<file path="src/sv/sbir_pkg.sv">
// ----------------------------------------------------------------------------
// sbir_pkg: shared widths and register map
// Field widths, configuration register indexes and bus widths used by the
// index remap pipeline and its divider stages.
// ----------------------------------------------------------------------------
`default_nettype none

package sbir_pkg;

    // item field widths
    localparam int unsigned IDX_W  = 24;
    localparam int unsigned ADDR_W = 24;
    localparam int unsigned DIM_W  = 13;
    localparam int unsigned SB_W   = 9;
    localparam int unsigned PAD_W  = 8;

    // configuration bus
    localparam int unsigned APB_ADDR_W = 5;
    localparam int unsigned APB_DATA_W = 32;
    localparam int unsigned REG_IDX_W  = 3;

    // register indexes (byte address is four times the index)
    localparam logic [REG_IDX_W-1:0] REG_SMALL_BATCH    = 3'd0;
    localparam logic [REG_IDX_W-1:0] REG_CHANNELS       = 3'd1;
    localparam logic [REG_IDX_W-1:0] REG_SPACE_HEIGHT   = 3'd2;
    localparam logic [REG_IDX_W-1:0] REG_SPACE_WIDTH    = 3'd3;
    localparam logic [REG_IDX_W-1:0] REG_BLOCKED_HEIGHT = 3'd4;
    localparam logic [REG_IDX_W-1:0] REG_BLOCKED_WIDTH  = 3'd5;
    localparam logic [REG_IDX_W-1:0] REG_PAD_TOP        = 3'd6;
    localparam logic [REG_IDX_W-1:0] REG_PAD_LEFT       = 3'd7;

endpackage

`default_nettype wire

</file>
<file path="src/sv/sbir_div.sv">
// ----------------------------------------------------------------------------
// sbir_div: pipelined restoring divider
// Divides an index-wide dividend by a static divisor, one quotient bit per
// register stage, and carries a sideband word alongside each transfer.
// ----------------------------------------------------------------------------
`default_nettype none

module sbir_div #(
    parameter int unsigned SIDE_W = 1
) (
    input  wire logic                          aclk,
    input  wire logic                          aresetn,
    input  wire logic                          en,
    input  wire logic                          in_valid,
    input  wire logic [sbir_pkg::IDX_W-1:0]    in_dividend,
    input  wire logic [sbir_pkg::DIM_W-1:0]    in_divisor,
    input  wire logic [SIDE_W-1:0]             in_side,
    output logic                               out_valid,
    output logic [sbir_pkg::IDX_W-1:0]         out_quot,
    output logic [sbir_pkg::DIM_W-1:0]         out_rem,
    output logic [SIDE_W-1:0]                  out_side
);

    localparam int unsigned N = sbir_pkg::IDX_W;
    localparam int unsigned D = sbir_pkg::DIM_W;

    logic             valid_reg [N];
    logic [D-1:0]     rem_reg   [N];
    logic [N-1:0]     work_reg  [N];
    logic [SIDE_W-1:0] side_reg [N];

    logic [D-1:0]     rem_in    [N];
    logic [N-1:0]     work_in   [N];
    logic [D-1:0]     rem_next  [N];
    logic [N-1:0]     work_next [N];

    // stage inputs: the first stage takes the port, the rest the previous stage
    always_comb begin
        rem_in[0]  = '0;
        work_in[0] = in_dividend;
        for (int k = 1; k < N; k++) begin
            rem_in[k]  = rem_reg[k-1];
            work_in[k] = work_reg[k-1];
        end
    end

    // one trial subtraction per stage; quotient bits shift in at the bottom
    always_comb begin
        logic [D:0] trial;
        logic       ge;
        for (int k = 0; k < N; k++) begin
            trial        = {rem_in[k], work_in[k][N-1]};
            ge           = (trial >= {1'b0, in_divisor});
            rem_next[k]  = ge ? D'(trial - {1'b0, in_divisor}) : D'(trial);
            work_next[k] = {work_in[k][N-2:0], ge};
        end
    end

    // valid bits
    always_ff @(posedge aclk) begin
        if (!aresetn) begin
            for (int k = 0; k < N; k++) valid_reg[k] <= 1'b0;
        end else if (en) begin
            valid_reg[0] <= in_valid;
            for (int k = 1; k < N; k++) valid_reg[k] <= valid_reg[k-1];
        end
    end

    // payload
    always_ff @(posedge aclk) begin
        if (en) begin
            side_reg[0] <= in_side;
            for (int k = 1; k < N; k++) side_reg[k] <= side_reg[k-1];
            for (int k = 0; k < N; k++) begin
                rem_reg[k]  <= rem_next[k];
                work_reg[k] <= work_next[k];
            end
        end
    end

    assign out_valid = valid_reg[N-1];
    assign out_quot  = work_reg[N-1];
    assign out_rem   = rem_reg[N-1];
    assign out_side  = side_reg[N-1];

endmodule

`default_nettype wire

</file>
<file path="config.mk">
export PLATFORM = sky130hd
export DESIGN_NAME = sbir_div
export DESIGN_NICKNAME = d
export VERILOG_FILES = /design/src/sv/sbir_pkg.sv /design/src/sv/sbir_div.sv
export SDC_FILE = /design/constraint.sdc
export NUM_CORES = 2
export LEC_CHECK = 0
export ABC_CLOCK_PERIOD_IN_PS = 6600
export BUFFER_PORTS_ARGS = -buffer_cell sky130_fd_sc_hd__buf_4
export CAP_MARGIN = 20
export CORE_MARGIN = 2
export CORE_UTILIZATION = 45
export CTS_BUF_LIST = sky130_fd_sc_hd__clkbuf_4 sky130_fd_sc_hd__clkbuf_8 sky130_fd_sc_hd__clkbuf_16
export DETAILED_ROUTE_END_ITERATION = 6
export PLACE_DENSITY_LB_ADDON = 0.25
export SLEW_MARGIN = 15
export SYNTH_ARGS = -nofsm -noshare
export SYNTH_HDL_FRONTEND = slang
export SYNTH_SLANG_ARGS = --single-unit
</file>
<file path="constraint.sdc">
create_clock -name aclk -period 6.6 [get_ports aclk]
set_input_delay 0.33 -clock aclk [delete_from_list [all_inputs] [get_ports aclk]]
set_output_delay 0.33 -clock aclk [all_outputs]
set_load 0.01 [all_outputs]
</file>
==> flow_metrics.env <==
export IMPL_htreeDepth=3
export IMPL_port_buffers=80
export IMPL_clock_fmax_ghz=0.292
export IMPL_gr_total_overflow=0
export IMPL_synth_area_sq_um=44700
export IMPL_worst_clock_skew_ns=0.0229
export IMPL_numCtsBuffers=102
export IMPL_wl_met1_mm=38.4
export IMPL_worstHoldPathCells=1
export IMPL_worstMarginPinSlew_ns=1.13
export IMPL_drv_cap=0
export IMPL_dr_max_layer_used="met4"
export IMPL_fin_crit_sh_pct=51.9
export IMPL_ir_drop_v=0.000256
export IMPL_critPathCaptureType="flip-flop"
export IMPL_seq_area_sq_um=28100
export IMPL_tns_ns=0
export IMPL_p_leak_nw=19.1
export IMPL_rsz0062_at_grt="false"
export IMPL_n_fill_cell=8391
export IMPL_num_rows=115
export IMPL_clockBufferDepth=3
export IMPL_cts_sinks=936
export IMPL_p_per_area_nw_per_um2=457
export IMPL_met2WireLength_mm=39.2
export IMPL_gp_congestion=0.838
export IMPL_wl_met3_mm=2.86
export IMPL_nets=3780
export IMPL_postCtsSetupBuffers=0
export IMPL_die_w_um=319
export IMPL_place_hpwl_mm=51.9
export IMPL_finalMaxSlewViolations=0
export IMPL_drt_pass1_iter_count=5
export IMPL_drc=0
export IMPL_final_common_cell="edfxtp_1"
export IMPL_cts_tree="yes"
export IMPL_synth_seq_area_share_pct=62.8
export IMPL_startpoint_type="flip-flop"
export IMPL_vias=25400
export IMPL_async_reset_ff_share_pct=0
export IMPL_grt_pass1_wl_mm=132
export IMPL_mostFrequentLayoutCells="935 x edfxtp_1, 301 x ha_1, 220 x o21ai_0, 203 x nand2_1, 197 x a21oi_1"
export IMPL_routed_wl_mm=82.6
export IMPL_antenna_found_initial=0
export IMPL_start_util_pct=45.5
export IMPL_grt_pass1_vias=25000
export IMPL_finalSetupViolCount=0
export IMPL_run_status="complete, no violations"
export IMPL_hold_path_class="input port to flip-flop"
export IMPL_crit_fanout=14
export IMPL_critical_path_arrival_ns=3.84
export IMPL_hold_ws_ns=0.207
export IMPL_core_sq_um=98400
export IMPL_syn_instance_count=3222
export IMPL_n_antenna_cell=0
export IMPL_syn_nets=3588
export IMPL_wl_per_cell_um=17.3
export IMPL_largest_reg_flops=576
export IMPL_viasPerCell=5.32
export IMPL_drive_above_1_share_pct=12.9
export IMPL_dieArea_sq_um=102000
export IMPL_hold_viol=0
export IMPL_area_growth_pct=13.3
export IMPL_worst_ep_required_time_ns=7.01
export IMPL_synth_top_flop_cell="edfxtp_1"
export IMPL_drtIter0Drc=1779
export IMPL_cts_resized=0
export IMPL_postCtsHoldBufs=27
export IMPL_finalCriticalPeriod_ns=3.43
export IMPL_ys_ff_latch=936
export IMPL_avgSynthCellArea_sq_um=13.9
export IMPL_ios=81
export IMPL_clk_latency_ns=0.68
export IMPL_ys_warn_count=0
export IMPL_ff2ff_path_depth=10
export IMPL_ctsRootBufferMaster="clkbuf_16"
export IMPL_grt_max_degree=194
export IMPL_slew_headroom_pct=24.9
export IMPL_critPathKind="flip-flop to flip-flop"
export IMPL_ant_nets=0
export IMPL_die_h_um=319
export IMPL_clkTransAtPathRegs_ns=0.06
export IMPL_multi_input_area_sq_um=16000
export IMPL_grt_total_usage_pct=16.2
export IMPL_synth_edf_count=935
export IMPL_synth_cell_types=72
==> critical path: stages (launching register included) <==
cell	delay, ns
edfxtp_1	0.36
inv_1	0.14
ha_1	0.21
fa_1	0.23
nor2b_1	0.06
o21ai_0	0.14
nand2_1	0.10
a221oi_1	0.53
a21oi_1	0.15
nor3_2	0.83
mux2_2	0.42
==> logic make-up (layout without fill, tap and decap cells) <==
logic type	count (synthesis)	in the layout	share of synthesized area (%)
flip-flops	936	936	62.8
AO/OA/AOI/OAI	764	764	10.8
AND/OR/NAND/NOR	627	627	6.71
adder cells (fa/ha/maj)	324	324	9.45
XOR/XNOR	220	220	4.31
multiplexers	178	178	4.39
buffers and inverters	173	443	1.52
==> per-stage QoR <==
stage	setup WS, ns	power [mW]	util (%)	cell area (sq um)	std cells
after CTS	3.06	23.3	51.4	50600	4771
after global routing	2.79	24.7	51.5	50700	4779
final	3.17	23.1	51.5	50700	4779
after floorplan	3.40	15.6	-	44700	3222
after detailed placement	2.35	17.5	47.7	47000	4562
after global placement	2.37	17.4	47.7	47000	4561
==> final cells by class <==
cell class                 instances  area share, %
timing repair buffer             138           2.32
clock buffer                     119           5.36
inverter                         123          0.911
sequential                       936           55.4
clock inverter                    63           1.23
tap                             1287           3.18
multi-input combinational       2113           31.6
==> final timing paths <==
path                        start         endpoint  slack, ns
setup reg to reg  work_reg[1][23]   rem_reg[1][20]       3.17
setup / recovery  work_reg[1][23]   rem_reg[1][20]       3.17
hold / removal                 en  work_reg[0][14]       0.21
hold reg to reg   work_reg[1][12]  work_reg[1][37]       0.41
==> synthesized netlist by cell type, types with 23 or more instances <==
cell	number	area [sq um]
edfxtp_1	935	28100
xnor2_1	128	1120
fa_1	23	460
nor3_1	30	150
a21oi_1	197	986
and3_1	24	150
nor2_1	161	604
nand2b_1	38	238
a21o_1	84	631
xor2_1	92	806
o21ai_0	220	1100
nand2_1	203	762
nor2b_1	48	300
o21ai_1	28	140
o21a_1	43	323
clkbuf_1	36	135
ha_1	301	3770
inv_1	117	439
mux2i_1	33	330
and2_1	29	181
mux2_2	126	1420
a31oi_1	24	150
nand4_1	34	213
==> routing by layer <==
| layer | track usage [%] | vias up |
|---|---|---|
| li1 | - | 12700 |
| met1 | 22.0 | 12200 |
| met2 | 26.8 | 397 |
| met3 | 2.63 | 126 |
| met4 | 4.98 | 0 |
| met5 | 0 | - |
==> power by group <==
group / switching [mW] / internal, mW
sequential: 0.663 / 8.41
clock: 2.29 / 3.36
combinational: 4.44 / 3.98
total: 7.39 / 15.8
Power figures use the tool's default switching activity.
